$ cat src/hw/rtl/fem_force_apply_2d_assert.svh
// ---------------------------------------------------------------------------
// Assertion macros for the fem_force_apply_2d block
// Implication checks, same cycle and next cycle, held off during reset.
// ---------------------------------------------------------------------------
`ifndef FEM_FORCE_APPLY_2D_ASSERT_SVH
`define FEM_FORCE_APPLY_2D_ASSERT_SVH

`ifndef ASSERT_OFF
`define FFA_ASSERT(lbl, clk, rstn, ante, cons) \
    lbl: assert property (@(posedge clk) disable iff (!(rstn)) (ante) |-> (cons)) \
        else $error("assertion failed");
`define FFA_ASSERT_NXT(lbl, clk, rstn, ante, cons) \
    lbl: assert property (@(posedge clk) disable iff (!(rstn)) (ante) |=> (cons)) \
        else $error("assertion failed");
`else
`define FFA_ASSERT(lbl, clk, rstn, ante, cons)
`define FFA_ASSERT_NXT(lbl, clk, rstn, ante, cons)
`endif

`endif

$ cat src/hw/rtl/fem_fa_pkg.sv
// ---------------------------------------------------------------------------
// fem_fa_pkg
// Shared types, codes and saturation helpers of the force operator.
// ---------------------------------------------------------------------------
`timescale 1ns / 1ps

package fem_fa_pkg;

    localparam int QUAD_POINTS_DEF = 4;
    localparam int L2_DOFS_DEF     = 2;
    localparam int H1_DOFS_DEF     = 3;
    localparam int SPACE_DIMS      = 2;
    localparam int ACC_W           = 48;
    localparam int VAL_W           = 32;
    localparam int IDX_W           = 3;

    typedef enum logic [2:0] {
        REQ_L2      = 3'd0,
        REQ_H1      = 3'd1,
        REQ_DH1     = 3'd2,
        REQ_EDOF    = 3'd3,
        REQ_STRESS  = 3'd4,
        REQ_COMPUTE = 3'd5
    } t_req;

    typedef enum logic [9:0] {
        K_IDLE = 10'b00_0000_0001,
        K_EX   = 10'b00_0000_0010,
        K_QE   = 10'b00_0000_0100,
        K_ESX  = 10'b00_0000_1000,
        K_ESY  = 10'b00_0001_0000,
        K_RPD  = 10'b00_0010_0000,
        K_RPV  = 10'b00_0100_0000,
        K_FY   = 10'b00_1000_0000,
        K_FD   = 10'b01_0000_0000,
        K_OUT  = 10'b10_0000_0000
    } t_kind;

    typedef struct packed {
        t_kind            kind;
        logic             first;
        logic             last;
        logic             comp;
        logic [IDX_W-1:0] qx;
        logic [IDX_W-1:0] qy;
        logic [IDX_W-1:0] dx;
        logic [IDX_W-1:0] dy;
    } t_step;

    function automatic logic signed [ACC_W-1:0] sat48(input logic signed [65:0] x);
        logic signed [65:0] hi;
        logic signed [65:0] lo;
        hi = 66'sd140737488355327;
        lo = -66'sd140737488355328;
        if (x > hi) begin
            return hi[ACC_W-1:0];
        end else if (x < lo) begin
            return lo[ACC_W-1:0];
        end
        return x[ACC_W-1:0];
    endfunction

    function automatic logic signed [VAL_W-1:0] sat32(input logic signed [ACC_W-1:0] x);
        logic signed [ACC_W-1:0] hi;
        logic signed [ACC_W-1:0] lo;
        hi = 48'sd2147483647;
        lo = -48'sd2147483648;
        if (x > hi) begin
            return hi[VAL_W-1:0];
        end else if (x < lo) begin
            return lo[VAL_W-1:0];
        end
        return x[VAL_W-1:0];
    endfunction

endpackage

$ cat src/hw/rtl/fem_fa_seq.sv
// ---------------------------------------------------------------------------
// fem_fa_seq
// Loop sequencer: walks interpolation, scaling, contraction and emit steps.
// ---------------------------------------------------------------------------
`timescale 1ns / 1ps

module fem_fa_seq #(
    parameter int QUAD_POINTS = fem_fa_pkg::QUAD_POINTS_DEF,
    parameter int L2_DOFS     = fem_fa_pkg::L2_DOFS_DEF,
    parameter int H1_DOFS     = fem_fa_pkg::H1_DOFS_DEF
) (
    input  logic              i_clk,
    input  logic              i_rst_n,
    input  logic              i_start,
    input  logic              i_advance,
    output fem_fa_pkg::t_step o_step
);

    localparam int QW = (QUAD_POINTS > 1) ? $clog2(QUAD_POINTS) : 1;
    localparam int LW = (L2_DOFS > 1) ? $clog2(L2_DOFS) : 1;
    localparam int HW = (H1_DOFS > 1) ? $clog2(H1_DOFS) : 1;
    localparam int DW = (LW > HW) ? LW : HW;
    localparam logic [QW-1:0] Q_LAST = QW'(QUAD_POINTS - 1);
    localparam logic [DW-1:0] L_LAST = DW'(L2_DOFS - 1);
    localparam logic [DW-1:0] H_LAST = DW'(H1_DOFS - 1);

    fem_fa_pkg::t_kind r_kind, n_kind;
    logic              r_c, n_c;
    logic [QW-1:0]     r_qx, n_qx, r_qy, n_qy;
    logic [DW-1:0]     r_dx, n_dx, r_dy, n_dy;
    logic              first;

    always_comb begin
        n_kind = r_kind;
        n_c    = r_c;
        n_qx   = r_qx;
        n_qy   = r_qy;
        n_dx   = r_dx;
        n_dy   = r_dy;
        unique case (r_kind)
            fem_fa_pkg::K_IDLE: begin
                if (i_start) begin
                    n_kind = fem_fa_pkg::K_EX;
                    n_c    = 1'b0;
                    n_qx   = '0;
                    n_qy   = '0;
                    n_dx   = '0;
                    n_dy   = '0;
                end
            end
            fem_fa_pkg::K_EX: begin
                if (i_advance) begin
                    if (r_qx == Q_LAST) begin
                        n_qx = '0;
                        if (r_dx == L_LAST) begin
                            n_dx   = '0;
                            n_qy   = '0;
                            n_kind = fem_fa_pkg::K_QE;
                        end else begin
                            n_dx = r_dx + 1'b1;
                        end
                    end else begin
                        n_qx = r_qx + 1'b1;
                    end
                end
            end
            fem_fa_pkg::K_QE: begin
                if (i_advance) begin
                    if (r_qx == Q_LAST) begin
                        n_qx = '0;
                        if (r_qy == Q_LAST) begin
                            n_qy = '0;
                            if (r_dy == L_LAST) begin
                                n_dy   = '0;
                                n_c    = 1'b0;
                                n_kind = fem_fa_pkg::K_ESX;
                            end else begin
                                n_dy   = r_dy + 1'b1;
                                n_kind = fem_fa_pkg::K_EX;
                            end
                        end else begin
                            n_qy = r_qy + 1'b1;
                        end
                    end else begin
                        n_qx = r_qx + 1'b1;
                    end
                end
            end
            fem_fa_pkg::K_ESX: begin
                if (i_advance) begin
                    n_kind = fem_fa_pkg::K_ESY;
                end
            end
            fem_fa_pkg::K_ESY: begin
                if (i_advance) begin
                    n_kind = fem_fa_pkg::K_RPD;
                end
            end
            fem_fa_pkg::K_RPD: begin
                if (i_advance) begin
                    n_kind = fem_fa_pkg::K_RPV;
                end
            end
            fem_fa_pkg::K_RPV: begin
                if (i_advance) begin
                    if (r_dx == H_LAST) begin
                        n_dx = '0;
                        if (r_qx == Q_LAST) begin
                            n_qx   = '0;
                            n_dy   = '0;
                            n_kind = fem_fa_pkg::K_FY;
                        end else begin
                            n_qx   = r_qx + 1'b1;
                            n_kind = fem_fa_pkg::K_ESX;
                        end
                    end else begin
                        n_dx   = r_dx + 1'b1;
                        n_kind = fem_fa_pkg::K_RPD;
                    end
                end
            end
            fem_fa_pkg::K_FY: begin
                if (i_advance) begin
                    n_kind = fem_fa_pkg::K_FD;
                end
            end
            fem_fa_pkg::K_FD: begin
                if (i_advance) begin
                    n_kind = fem_fa_pkg::K_FY;
                    if (r_dx == H_LAST) begin
                        n_dx = '0;
                        if (r_dy == H_LAST) begin
                            n_dy = '0;
                            if (r_qy == Q_LAST) begin
                                n_qy = '0;
                                if (r_c) begin
                                    n_c    = 1'b0;
                                    n_kind = fem_fa_pkg::K_OUT;
                                end else begin
                                    n_c    = 1'b1;
                                    n_kind = fem_fa_pkg::K_ESX;
                                end
                            end else begin
                                n_qy   = r_qy + 1'b1;
                                n_kind = fem_fa_pkg::K_ESX;
                            end
                        end else begin
                            n_dy = r_dy + 1'b1;
                        end
                    end else begin
                        n_dx = r_dx + 1'b1;
                    end
                end
            end
            fem_fa_pkg::K_OUT: begin
                if (i_advance) begin
                    if (r_dx == H_LAST) begin
                        n_dx = '0;
                        if (r_dy == H_LAST) begin
                            n_dy = '0;
                            if (r_c) begin
                                n_c    = 1'b0;
                                n_kind = fem_fa_pkg::K_IDLE;
                            end else begin
                                n_c = 1'b1;
                            end
                        end else begin
                            n_dy = r_dy + 1'b1;
                        end
                    end else begin
                        n_dx = r_dx + 1'b1;
                    end
                end
            end
            default: begin
                n_kind = fem_fa_pkg::K_IDLE;
            end
        endcase
    end

    always_ff @(posedge i_clk) begin
        if (!i_rst_n) begin
            r_kind <= fem_fa_pkg::K_IDLE;
            r_c    <= 1'b0;
            r_qx   <= '0;
            r_qy   <= '0;
            r_dx   <= '0;
            r_dy   <= '0;
        end else begin
            r_kind <= n_kind;
            r_c    <= n_c;
            r_qx   <= n_qx;
            r_qy   <= n_qy;
            r_dx   <= n_dx;
            r_dy   <= n_dy;
        end
    end

    // accumulator starts from zero on the first term of each sum
    always_comb begin
        case (r_kind)
            fem_fa_pkg::K_EX:  first = (r_dx == '0);
            fem_fa_pkg::K_QE:  first = (r_dy == '0);
            fem_fa_pkg::K_ESX: first = 1'b1;
            fem_fa_pkg::K_ESY: first = 1'b1;
            fem_fa_pkg::K_RPD: first = (r_qx == '0);
            fem_fa_pkg::K_RPV: first = (r_qx == '0);
            fem_fa_pkg::K_FY:  first = (r_qy == '0);
            default:           first = 1'b0;
        endcase
    end

    assign o_step.kind  = r_kind;
    assign o_step.first = first;
    assign o_step.last  = r_c && (r_dy == H_LAST) && (r_dx == H_LAST);
    assign o_step.comp  = r_c;
    assign o_step.qx    = fem_fa_pkg::IDX_W'(r_qx);
    assign o_step.qy    = fem_fa_pkg::IDX_W'(r_qy);
    assign o_step.dx    = fem_fa_pkg::IDX_W'(r_dx);
    assign o_step.dy    = fem_fa_pkg::IDX_W'(r_dy);

endmodule

$ cat config.mk
export PLATFORM = sky130hd
export DESIGN_NAME = fem_fa_seq
export DESIGN_NICKNAME = d
export VERILOG_FILES = /design/src/hw/rtl/fem_force_apply_2d_assert.svh /design/src/hw/rtl/fem_fa_pkg.sv /design/src/hw/rtl/fem_fa_seq.sv
export SDC_FILE = /design/constraint.sdc
export NUM_CORES = 1
export LEC_CHECK = 0
export BUFFER_PORTS_ARGS = -buffer_cell sky130_fd_sc_hd__buf_4
export CORE_ASPECT_RATIO = 0.6
export CORE_MARGIN = 5
export CORE_UTILIZATION = 60
export CTS_BUF_LIST = sky130_fd_sc_hd__clkbuf_8
export CTS_CLUSTER_DIAMETER = 150
export DETAILED_ROUTE_END_ITERATION = 10
export GPL_TIMING_DRIVEN = 0
export PLACE_DENSITY_LB_ADDON = 0.15
export SKIP_LAST_GASP = 1
export SLEW_MARGIN = 0
export SYNTH_ARGS = -nofsm -noshare
export SYNTH_HDL_FRONTEND = slang
export SYNTH_SLANG_ARGS = --single-unit
$ cat constraint.sdc
create_clock -name i_clk -period 5.7 [get_ports i_clk]
set_clock_uncertainty 0.15 [all_clocks]
set_input_delay 0.285 -clock i_clk [delete_from_list [all_inputs] [get_ports i_clk]]
set_output_delay 0.285 -clock i_clk [all_outputs]
set_load 0.005 [all_outputs]
## Yosys cells after proc, flatten, opt, wreduce, memory -nomap -nowiden

Cells that the tools add are included.

- Register bits: 19

- Muxes and demuxes: 73
- Equal/unequal tests: 43
- Add/subtract/negate cells: 4
- Reduce and logical (&&, ||, !) cells: 22

Operators with widths:

| kind | number |
|---|---|
| 2-to-1 mux 10 bit | 22 |
| case mux 10 bit (10 select lines) | 1 |
| 2-to-1 mux 2 bit | 29 |
| != test 2 bit, second input constant | 23 |
| AND reduction 10 bit | 2 |
| AND reduction 17 bit | 1 |
| case mux 2 bit (4 select lines) | 2 |
| 2-to-1 mux 1 bit | 13 |
| AND reduction 13 bit | 1 |
| case mux 2 bit (3 select lines) | 2 |
| nonzero test 4 bit | 3 |
| equality test 10 x 1 -> 1 bit, second input constant | 1 |
| equality test 10 bit, second input constant | 1 |
| equality test 10 x 2 -> 1 bit, second input constant | 1 |
| equality test 10 x 3 -> 1 bit, second input constant | 1 |
| equality test 10 x 4 -> 1 bit, second input constant | 1 |
| equality test 10 x 5 -> 1 bit, second input constant | 1 |
| equality test 10 x 6 -> 1 bit, second input constant | 1 |
| equality test 10 x 7 -> 1 bit, second input constant | 1 |
| equality test 10 x 8 -> 1 bit, second input constant | 1 |
| equality test 10 x 9 -> 1 bit, second input constant | 1 |
| AND reduction 5 bit | 2 |
| adder 2 x 1 -> 2 bit, second input constant | 4 |
| equality test 2 bit, second input constant | 4 |
| 11 further kinds | 23 |

## Depth between registers and ports, before layout

Gate-level depths: netlist (run 1).

- Word-level depth: 6
- Gate-level depth with buffers: 9
- Depth with buffers taken out: 7

## Least setup slack after synthesis (run 1)

Ideal clock, no wire load.

- Kind: reg-to-reg
- Start: reg r_qx[0]
- End: reg r_kind[9]
- Arrival: 2.160 ns
- Setup time: 0.070 ns
- Required time: 5.480 ns
- Stages on the path, launching flop included: 8
- Slack: 3.320 ns
- Period minus slack after synthesis: 2.380 ns
- Cells stage by stage: dfxtp_1 ha_1 nand2_1 nor3b_1 o21a_1 or4_4 or4_1 a21oi_1

- Longest elaborated chain between the ends: 3

Ends and longest elaborated chain:

| what | line | source |
|---|---|---|
| start, declared | fem_fa_seq.sv:29 | `logic [QW-1:0] r_qx, n_qx, r_qy, n_qy;` |
| start signal, assigned | fem_fa_seq.sv:192 | `r_qx <= n_qx;` |
| equality test 2 bit (*) | fem_fa_seq.sv:53, fem_fa_seq.sv:69 |  |
| != test 2 bit (no source line) | -- |  |
| AND reduction 17 bit (no source line) (*) | -- |  |
| end signal, assigned | fem_fa_seq.sv:183 | `r_kind <= fem_fa_pkg::K_IDLE;` |
| end signal, assigned | fem_fa_seq.sv:190 | `r_kind <= n_kind;` |
| end, declared | fem_fa_seq.sv:27 | `fem_fa_pkg::t_kind r_kind, n_kind;` |

Every way passes the cells marked *; elsewhere a longest branch is shown, timed or not.
A chain may end at the register's enable or synchronous reset.

## Worst setup path after layout (run 1)

- Start: reg r_kind[2]
- End: out o_step[14] in the netlist's numbering

- Longest elaborated chain between the ends: 3

Ends and longest elaborated chain:

| what | line | source |
|---|---|---|
| equality test 10 x 7 -> 1 bit, or another cell as far along | fem_fa_seq.sv:201 | `case (r_kind)` |
| OR reduction 2 bit (no source line) | -- |  |
| case mux 1 bit (5 select lines) (*) | fem_fa_seq.sv:201 |  |
| end, declared | fem_fa_seq.sv:16 | `output fem_fa_pkg::t_step o_step` |

Marks and branches as above.

==> PnR_summary.wiki, run 1 <==
{| class="wikitable"
! Metric !! Value
|-
| Kind of end point of the critical path || primary output
|-
| Sequential share of the synthesized area || a little under a quarter
|-
| Via Count || roughly 1,900
|-
| Total Negative Setup Slacks || 0 ns
|-
| Worst Setup Path Type || reg2out
|-
| CTS clk-pin slew, worst paths || 0.08 ns
|-
| Clk_lat worst skew || 0.28 ns
|-
| Post-route fraction of the period consumed by the critical path || between 50% and 60%
|-
| Pin count of the biggest net entering global routing || 13
|-
| PwrDens || roughly 330 nW/um2
|-
| Data arrival time of the critical path || about 2.6 ns
|-
| Maximum resistive drop on vdd || 187 uV
|-
| Standard cell core area || between 2000 and 3000 um2
|-
| Overall fraction of global-route tracks in use || ~28%
|-
| Setup Fix Bufs, Post-CTS || 0
|-
| Row cnt || 14
|-
| Max-slew headroom at the worst pin || a little under half
|-
| Hold_buf cts || 0
|-
| Final setup violation count || 0
|-
| Placer's final routability congestion estimate || 0.958
|-
| HPWL after DPL || ~4 mm
|-
| Number of DRC violations after detailed-routing iteration 0 || 299
|-
| Via count of the first global-routing pass || 1,773
|-
| P&R area growth vs syn || 16.6%
|-
| RSZ-0062 raised after global routing || no
|-
| HP Start || i_rst_n
|-
| Die width || between 70 and 80 um
|-
| Cell count of the worst hold path || 2
|-
| Buffer depth of the longest clock path || 2
|-
| Initial antenna violation count || 0
|-
| Reg-to-Reg Start || r_kind[5]
|-
| Fraction of registers with async set/reset || 0%
|-
| Cells after synthesis || 216
|-
| Comb power frac || roughly 60%
|-
| Total of warnings raised by yosys || 0
|-
| Share of post-route cells with drive strength above 1 || around 23%
|-
| Die span in y || 51.1 um
|-
| End of the worst register-to-register path || r_qy[0]
|-
| Synth cell types || 62
|-
| Gr ovfl total || 0
|-
| Required time worst endpoint || 5.27 ns
|-
| Hold slack || between 0.1 and 0.15 ns
|-
| TritonCTS Sinks || 19
|-
| Minimum clock period || about 3 ns
|-
| Status || completed
|-
| Routed wirelength normalized by instance count || 19.2 um
|-
| Type of the most critical hold path || in2reg
|-
| Synthesized flop and latch total || 19
|-
| Number of max-cap violations || 0
|-
| Total wirelength of the detailed-routed design || roughly 5.3 mm
|-
| Clock Root Buffer || sky130_fd_sc_hd__clkbuf_8
|-
| Crit-path max FO || 9
|-
| Count of flip-flops with a built-in enable after synthesis || 0
|-
| Hold endpoint || r_kind[0]
|-
| Drc violations || 0
|-
| Post-synthesis instance area || 1690 um2
|-
| Pins Over Slew Limit || 0
|-
| Most used flip-flop cell after synthesis || sky130_fd_sc_hd__dfxtp_1
|-
| Count of input and output buffers || 24
|-
| Wire length of the first global-routing pass || 8.67 mm
|-
| Drt first pass iters || 6
|-
| LEAKAGE || about 0.77 nW
|-
| Switching power summed over all nets || ~300 uW
|-
| Pint || between 300 and 400 uW
|-
| Sequential cell fraction of total power || between 20% and 30%
|-
| Measured slew at the worst slew-check pin || 0.808 ns
|-
| Final count of hold timing violations || 0
|-
| Number of antenna-violating nets in the routed design || 0
|-
| Number of top-level pins || 29
|-
| Number of nets in the layout || 256
|-
| Total of cells resized after clock tree synthesis || 0
|-
| Register-to-register setup slack || 2.84 ns
|-
| Switching share of power || a little under half
|-
| Synthesized area divided by synthesized cell count || between 7 and 8 um2
|-
| Initial cell density of the core || 65.2%
|-
| Diodes inserted || 0
|-
| Clock Power Share || between 15 and 20%
|-
| TritonCTS buffer count || 3
|-
| Die outline area || around 4000 um2
|-
| Worst r2r path cells || 8
|-
| Clock tree from TritonCTS || yes
|-
| Number of H-tree levels || 1
|-
| Average vias per placed instance || about 6.8
|-
| Maximum frequency from static timing analysis || roughly 330 MHz
|-
| Launching element type of the critical path || register
|}
[cells by family (layout without fill, tap and decap cells)]
group,Yosys count,after routing,share of synthesized area (%)
compound gates,67,67,26.6
xor+xnor,2,2,1.04
fa+ha+maj,4,4,2.96
buf+inv,26,54,10.4
flops,19,19,22.5
mux,3,3,1.78
other cells,1,4,0.222
simple gates,94,94,34.4
[synth_stat cells, types with 6 or more instances]
cell / instances / share of area, %
sky130_fd_sc_hd__nand2_1: 12 / 2.7
sky130_fd_sc_hd__buf_6: 6 / 4.0
sky130_fd_sc_hd__inv_1: 7 / 1.6
sky130_fd_sc_hd__o21ai_0: 16 / 4.7
sky130_fd_sc_hd__buf_4: 6 / 2.7
sky130_fd_sc_hd__dfxtp_1: 19 / 23
sky130_fd_sc_hd__o211ai_1: 6 / 2.7
sky130_fd_sc_hd__a21oi_1: 17 / 5.0
sky130_fd_sc_hd__nor4_1: 7 / 2.6
sky130_fd_sc_hd__nor2_1: 20 / 4.4
[stage by stage]
stage | area, um2 | setup WS (ns) | power [mW] | utilization, % | std cells
2_1_floorplan | 1700 | 3.32 | 0.440 | - | 219
3_3_place_gp | 1920 | 2.92 | 0.534 | 74.1 | 275
3_5_place_dp | 1920 | 2.95 | 0.538 | 74.1 | 275
4_1_cts | 1970 | 2.80 | 0.644 | 76.0 | 279
5_1_grt | 1970 | 2.64 | 0.691 | 76.0 | 279
6_report | 1970 | 2.71 | 0.658 | 76.0 | 279
[registers in the layout (all words and copies together), names as in the netlist]
name,flops
r_kind,10
r_qy,2
r_dx,2
r_qx,2
r_dy,2
r_c,1
[cell type report]
class	instances	area, um2
well taps	32	40.0
fillers	200	623
plain buffers	19	150
flip-flops and latches	19	380
clock buffers	3	41.3
clock inverters	1	7.51
inverters	7	26.3
repair buffers	24	180
multi-input cells	174	1140
[layer usage]
layer | routed length (um) | track usage (%)
met1 | 2310 | 39.6
met5 | 0 | 0
met2 | 2160 | 37.7
met4 | 130 | 14.0
met3 | 754 | 8.07
[power by group through the flow]
stage               clock, mW  combinational [mW]  sequential (mW)
floorplan                   0               0.280            0.160
global placement            0               0.373            0.162
detailed placement          0               0.376            0.162
CTS                     0.106               0.380            0.159
global route            0.113               0.416            0.162
finish                  0.106               0.393            0.159
[cell usage in the layout, fill, tap and decap left out, types with 6 or more instances in the layout]
master,n
sky130_fd_sc_hd__inv_1,7
sky130_fd_sc_hd__a21oi_1,17
sky130_fd_sc_hd__nor2_1,20
sky130_fd_sc_hd__nor4_1,7
sky130_fd_sc_hd__buf_6,6
sky130_fd_sc_hd__o211ai_1,6
sky130_fd_sc_hd__buf_4,30
sky130_fd_sc_hd__dfxtp_1,19
sky130_fd_sc_hd__nand2_1,12
sky130_fd_sc_hd__o21ai_0,16
[how the worst max path moves through the flow]
stage / startpoint / to / slack, ns / cells after the start
global route: r_kind[2] / o_step[14] / 2.64 / 9
global placement: r_kind[5] / r_qy[1] / 2.92 / 8
floorplan: r_qx[0] / r_kind[9] / 3.32 / 7
finish: r_kind[2] / o_step[14] / 2.71 / 9
CTS: r_kind[2] / o_step[14] / 2.80 / 9
detailed placement: r_kind[5] / r_qy[0] / 2.95 / 8
[critical path, stage by stage, from the launching register on]
cell and delay (ns):
sky130_fd_sc_hd__dfxtp_1 0.33, sky130_fd_sc_hd__buf_6 0.14, sky130_fd_sc_hd__or4_1 0.61, sky130_fd_sc_hd__nor2_1 0.36
sky130_fd_sc_hd__and4_1 0.28, sky130_fd_sc_hd__o21ai_0 0.14, sky130_fd_sc_hd__o31a_1 0.15, sky130_fd_sc_hd__nand4_1 0.07
sky130_fd_sc_hd__buf_4 0.10, sky130_fd_sc_hd__buf_4 0.09
Note: power is estimated with default switching activity, not from simulation.
==> inputs of run 2 (changes only) <==
Settings changed: CORE_UTILIZATION 60 to 58.
Clock period 5.7 ns to 2.9 ns, I/O delays scaled along.
==> PnR_summary.wiki, run 2 (synthesis results as in run 1) <==
{| class="wikitable"
! Metric !! Value
|-
| Status || completed
|-
| Number of H-tree levels || 1 (unchanged)
|-
| Library cell contributing the largest single delay on the critical path || sky130_fd_sc_hd__or4_1
|-
| Measured slew at the worst slew-check pin || 0.785 ns (-0.0230 ns)
|-
| Number of max-cap violations || 0 (unchanged)
|-
| Setup Fix Bufs, Post-CTS || 0 (unchanged)
|-
| Worst Setup Path Type || reg2out
|-
| Post-route fraction of the period consumed by the critical path || slightly below 100%
|-
| Pins Over Slew Limit || 0 (unchanged)
|-
| Placer's final routability congestion estimate || 1.01 (+5.9%)
|-
| Diodes inserted || 0 (unchanged)
|-
| Final count of hold timing violations || 0 (unchanged)
|-
| Initial cell density of the core || 59.6% (-5.6 points)
|-
| Data arrival time of the critical path || 2.52 ns (-0.03 ns)
|-
| Number of top-level pins || 29 (unchanged)
|-
| Number of DRC violations after detailed-routing iteration 0 || 414 (+38%)
|-
| CTS clk-pin slew, worst paths || 0.08 ns (about the same)
|-
| Worst path setup slack after routing || 0.0806 ns (-2.63 ns)
|-
| Kind of end point of the critical path || primary output
|-
| Die span in y || 51.8 um (+1.4%)
|-
| Launching element type of the critical path || register
|-
| Row cnt || 15 (+1)
|-
| Register containing the most flip-flops in the final layout || r_kind
|-
| LEAKAGE || 0.775 nW (+1.1%)
|-
| Total Negative Setup Slacks || 0 ns (unchanged)
|-
| Drc violations || 0 (unchanged)
|-
| Standard cell core area || 2830 um2 (+9.3%)
|-
| Type of the most critical hold path || in2reg
|-
| Drt first pass iters || 5 (-1)
|-
| Clk_lat worst skew || 0.26 ns (-0.02 ns)
|-
| Cell with the most instances on the worst path || sky130_fd_sc_hd__buf_4
|-
| Initial antenna violation count || 0 (unchanged)
|-
| Final setup violation count || 0 (unchanged)
|-
| Overall fraction of global-route tracks in use || 25.4% (-2.4 points)
|-
| HPWL after DPL || 3.75 mm (-6.7%)
|-
| Gr ovfl total || 0 (unchanged)
|-
| Max-slew headroom at the worst pin || 47.2% (+1.6 points)
|-
| Number of standard cells in the final layout excluding fillers || 290 (+3.9%)
|-
| Share of post-route cells with drive strength above 1 || 23.4% (+0.31 points)
|-
| Minimum clock period || ~2.8 ns
|-
| Pre-CTS setup slack || 0.190 ns (-2.76 ns)
|-
| Combined area of the multi-input logic cells || 1160 um2 (+1.3%)
|-
| Clock Root Buffer || sky130_fd_sc_hd__clkbuf_8
|-
| Most frequent cells in the layout || sky130_fd_sc_hd__buf_4 (30), sky130_fd_sc_hd__nor2_1 (20), sky130_fd_sc_hd__dfxtp_1 (19)
|-
| Via count of the first global-routing pass || 1,631 (-8.0%)
|-
| TritonCTS Sinks || 19 (unchanged)
|-
| Cells after DPL || 285 (+3.6%)
|-
| Clock tree from TritonCTS || yes
|-
| RSZ-0062 raised after global routing || yes
|-
| Required time worst endpoint || 2.61 ns (-2.66 ns)
|-
| Crit path cell chain || buf_6 > or4_1 > nor2_1 > and4_1 > o21ai_0 > o31a_1 > nand4_1 > buf_4 > buf_4
|-
| TritonCTS buffer count || 3 (unchanged)
|-
| Buffer depth of the longest clock path || 2 (unchanged)
|-
| Fillcell total || 242 (+21%)
|-
| Pin count of the biggest net entering global routing || 13 (unchanged)
|-
| Average vias per placed instance || 6.44 (-4.8%)
|-
| Largest register FFs || 10 (unchanged)
|-
| Die width || 79.7 um (+1.5%)
|-
| Wire length of the first global-routing pass || 8.07 mm (-6.8%)
|-
| Core occupancy in the finished layout || 70.8% (-5.1 points)
|-
| Total wirelength of the detailed-routed design || 5.00 mm (-6.5%)
|-
| Via Count || 1,869 (-1.1%)
|-
| Most common cell after layout, fill and taps aside || sky130_fd_sc_hd__buf_4
|-
| Crit-path max FO || 9 (unchanged)
|-
| Maximum resistive drop on vdd || 352 uV (+89%)
|-
| Maximum frequency from static timing analysis || 355 MHz
|-
| Number of nets in the layout || 257 (+0.39%)
|-
| Count of input and output buffers || 24 (unchanged)
|-
| Tot Pwr || 1.30 mW (+97%)
|-
| P&R area growth vs syn || 18.8%
|-
| Die outline area || 4130 um2 (+2.9%)
|-
| Number of antenna-violating nets in the routed design || 0 (unchanged)
|-
| PwrDens || 647 nW/um2 (+93%)
|-
| Routed wirelength normalized by instance count || 17.2 um (-10%)
|-
| Sequential standard cell area || 380 um2 (unchanged)
|-
| Largest stage delay on the critical path || 0.62 ns (about the same)
|}
run 2: timing repair:
item                                    in CTS  in global routing
hold endpoints to repair                     2                  0
endpoints found under the setup margin       0                 14
hold buffers                                 1                  0
resized for setup                            0                  2
run 2: critical path: cells and delay by family (launching register included):
family | cells | cell delay [ns]
compound gates | 2 | 0.31
buf+inv | 3 | 0.33
flops | 1 | 0.33
simple gates | 4 | 1.30
run 2: final cells by class:
type | count | area share (%)
Buffer | 19 | 7.48
Clock buffer | 3 | 2.06
Clock inverter | 1 | 0.374
Inverter | 7 | 1.31
Multi-Input combinational cell | 174 | 57.7
Sequential cell | 19 | 19.0
Tap cell | 42 | 2.62
Timing Repair Buffer | 25 | 9.48
run 2: final timing paths:
check | depth (start not counted) | startpoint | slack (ns) | end
setup / recovery | 9 | r_kind[2] | 0.08 | o_step[14]
hold / removal | 4 | i_start | 0.03 | r_qx[0]
setup reg to reg | 7 | r_qx[0] | 0.19 | r_kind[9]
hold reg to reg | 2 | r_dy[0] | 0.39 | r_dy[0]
run 2: metal layers:
layer | vias to the layer above | global-route usage, % | routed length, um
met2 | 122 | 34.3 | 1990
met1 | 863 | 37.5 | 2290
met3 | 14 | 9.34 | 636
met5 | - | 0 | 0
met4 | 0 | 6.00 | 77
li1 | 870 | - | -
run 2: where the power goes:
part,total [mW],internal (mW),switching (mW)
combinational,0.786,0.333,0.453
clock,0.200,0.0971,0.103
sequential,0.312,0.284,0.0283
total,1.30,0.714,0.584
run 2: metrics by stage:
step | hold WS [ns] | area, um2
floorplan | 0.0939 | 1700
global placement | 0.255 | 1930
detailed placement | 0.258 | 1930
CTS | 0.0264 | 1990
global route | 0.0487 | 2010
finish | 0.0268 | 2010
==> inputs of run 3 (changes only) <==
Clock period 2.9 ns to 2.7 ns, I/O delays scaled along.
==> PnR_summary.wiki, run 3 (synthesis results as in run 1) <==
{| class="wikitable"
! Metric !! Value
|-
| Status || completed
|-
| Number of max-cap violations || 0 (unchanged)
|-
| TritonCTS Sinks || 19 (unchanged)
|-
| Measured slew at the worst slew-check pin || 0.777 ns (-0.00830 ns)
|-
| Most frequent cells in the layout || sky130_fd_sc_hd__buf_4 (30), sky130_fd_sc_hd__dfxtp_1 (19), sky130_fd_sc_hd__nor2_1 (18)
|-
| Clock Power Share || 15.3% (about the same)
|-
| Pins Over Slew Limit || 0 (unchanged)
|-
| Total wirelength of the detailed-routed design || 5.08 mm (+1.6%)
|-
| Final count of hold timing violations || 0 (unchanged)
|-
| Drc violations || 0 (unchanged)
|-
| HPWL after DPL || 3.75 mm (unchanged)
|-
| Combined area of the multi-input logic cells || 1210 um2 (+4.4%)
|-
| Maximum frequency from static timing analysis || 381 MHz
|-
| Most common cell after layout, fill and taps aside || sky130_fd_sc_hd__buf_4
|-
| Initial cell density of the core || 59.6% (unchanged)
|-
| Routed wirelength normalized by instance count || 17.5 um (+1.6%)
|-
| Register containing the most flip-flops in the final layout || r_kind
|-
| Die outline area || 4130 um2 (unchanged)
|-
| Die width || 79.7 um (unchanged)
|-
| Wire length of the first global-routing pass || 8.08 mm (about the same)
|-
| PwrDens || 695 nW/um2 (+7.5%)
|-
| Clk_lat worst skew || 0.27 ns (about the same)
|-
| Drt first pass iters || 6 (+1)
|-
| RSZ-0062 raised after global routing || yes
|-
| Average vias per placed instance || 6.44 (unchanged)
|-
| Pin count of the biggest net entering global routing || 13 (unchanged)
|-
| Die span in y || 51.8 um (unchanged)
|-
| Largest register FFs || 10 (unchanged)
|-
| Hold slack || 0.0158 ns (-0.0111 ns)
|-
| Fillcell total || 228 (-5.8%)
|-
| Worst path setup slack after routing || 0.0777 ns (-0.00292 ns)
|-
| Max-slew headroom at the worst pin || 47.8% (+0.56 points)
|-
| Clock Root Buffer || sky130_fd_sc_hd__clkbuf_8
|-
| Post-route fraction of the period consumed by the critical path || between 90% and 100%
|-
| Row cnt || 15 (unchanged)
|-
| Type of the most critical hold path || in2reg
|-
| Number of DRC violations after detailed-routing iteration 0 || 265 (-36%)
|-
| Sequential standard cell area || 380 um2 (unchanged)
|-
| CTS clk-pin slew, worst paths || 0.08 ns (about the same)
|-
| Via Count || 1,869 (unchanged)
|-
| LEAKAGE || 0.783 nW (+1.1%)
|-
| Pint || 785 uW (+10%)
|-
| Kind of end point of the critical path || register
|-
| Worst Setup Path Type || reg2reg
|-
| Data arrival time of the critical path || 2.61 ns (+0.09 ns)
|-
| Launching element type of the critical path || register
|-
| Switching power summed over all nets || 646 uW (+11%)
|-
| Sequential cell fraction of total power || 23.7% (-0.4 points)
|-
| Via count of the first global-routing pass || 1,630 (-0.061%)
|-
| TritonCTS buffer count || 3 (unchanged)
|-
| Diodes inserted || 0 (unchanged)
|-
| Pre-CTS setup slack || -0.0103 ns (-0.200 ns)
|-
| Gr ovfl total || 0 (unchanged)
|-
| Clock tree from TritonCTS || yes
|-
| Comb power frac || 61.0% (+0.5 points)
|-
| Setup Fix Bufs, Post-CTS || 0 (unchanged)
|-
| Share of post-route cells with drive strength above 1 || 27.0% (+3.6 points)
|-
| Minimum clock period || 2.62 ns
|-
| Standard cell core area || 2830 um2 (unchanged)
|-
| Overall fraction of global-route tracks in use || 25.5% (+0.037 points)
|-
| Cells after DPL || 285 (unchanged)
|-
| Number of top-level pins || 29 (unchanged)
|-
| Number of H-tree levels || 1 (unchanged)
|-
| Number of antenna-violating nets in the routed design || 0 (unchanged)
|-
| Count of input and output buffers || 24 (unchanged)
|-
| Crit-path max FO || 9 (unchanged)
|-
| Buffer depth of the longest clock path || 2 (unchanged)
|-
| P&R area growth vs syn || 21.9%
|-
| Maximum resistive drop on vdd || 382 uV (+8.3%)
|-
| Final setup violation count || 0 (unchanged)
|-
| Required time worst endpoint || 2.69 ns (+0.08 ns)
|-
| Number of standard cells in the final layout excluding fillers || 290 (unchanged)
|-
| Placer's final routability congestion estimate || 1.01 (unchanged)
|-
| Switching share of power || 45.1% (+0.16 points)
|-
| Initial antenna violation count || 0 (unchanged)
|-
| Number of nets in the layout || 257 (unchanged)
|}
[run 3: worst paths after layout]
path | start | endpoint | slack (ns) | cells past startpoint
setup / recovery | r_kind[5] | r_qy[1] | 0.08 | 8
hold reg to reg | r_dy[0] | r_dy[0] | 0.39 | 2
setup reg to reg | r_kind[5] | r_qy[1] | 0.08 | 8
hold / removal | i_start | r_qx[0] | 0.02 | 4
[run 3: critical path, stage by stage (launching register included)]
cell,delay (ns)
sky130_fd_sc_hd__dfxtp_1,0.32
sky130_fd_sc_hd__buf_6,0.14
sky130_fd_sc_hd__or4_4,0.51
sky130_fd_sc_hd__buf_6,0.15
sky130_fd_sc_hd__nor4_1,0.42
sky130_fd_sc_hd__a21oi_1,0.17
sky130_fd_sc_hd__nor4_4,0.35
sky130_fd_sc_hd__mux2i_1,0.23
sky130_fd_sc_hd__nor2_1,0.05
[run 3: routing by layer]
layer	global-route usage, %	part of all wire [%]	wire length [um]	up-vias
met4	6.00	1.4	70	0
met5	0	0	0	-
met1	37.5	44	2240	850
met3	9.34	15	739	10
met2	34.5	40	2030	142
li1	-	-	-	867
[run 3: power groups by stage]
stage | logic (mW) | clock network (mW) | registers, mW
2_1_floorplan | 0.592 | 0 | 0.338
3_3_place_gp | 0.791 | 0 | 0.340
3_5_place_dp | 0.786 | 0 | 0.341
4_1_cts | 0.797 | 0.222 | 0.335
5_1_grt | 0.937 | 0.242 | 0.343
6_report | 0.873 | 0.219 | 0.339
[run 3: repair_timing]
action,CTS,global route
endpoints found under the hold margin,3,0
cloned,0,0
hold buffers,1,0
endpoints found under the setup margin,6,17
pin swaps,0,1
resized for setup,2,12
[run 3: cell type report]
class	instances	share of cell area (%)
multi-input cells	174	58.7
flip-flops and latches	19	18.5
repair buffers	25	9.23
plain buffers	19	7.35
well taps	42	2.55
clock buffers	3	2.00
inverters	7	1.28
clock inverters	1	0.365
[run 3: through the flow]
stage,area [um2],setup TNS (ns),utilization (%),power (mW)
floorplan,1700,0,-,0.930
global placement,1930,-0.0288,68.2,1.13
detailed placement,1930,-0.0251,68.2,1.13
CTS,2000,0,70.6,1.35
global route,2060,-0.0754,72.7,1.52
finish,2060,0,72.7,1.43
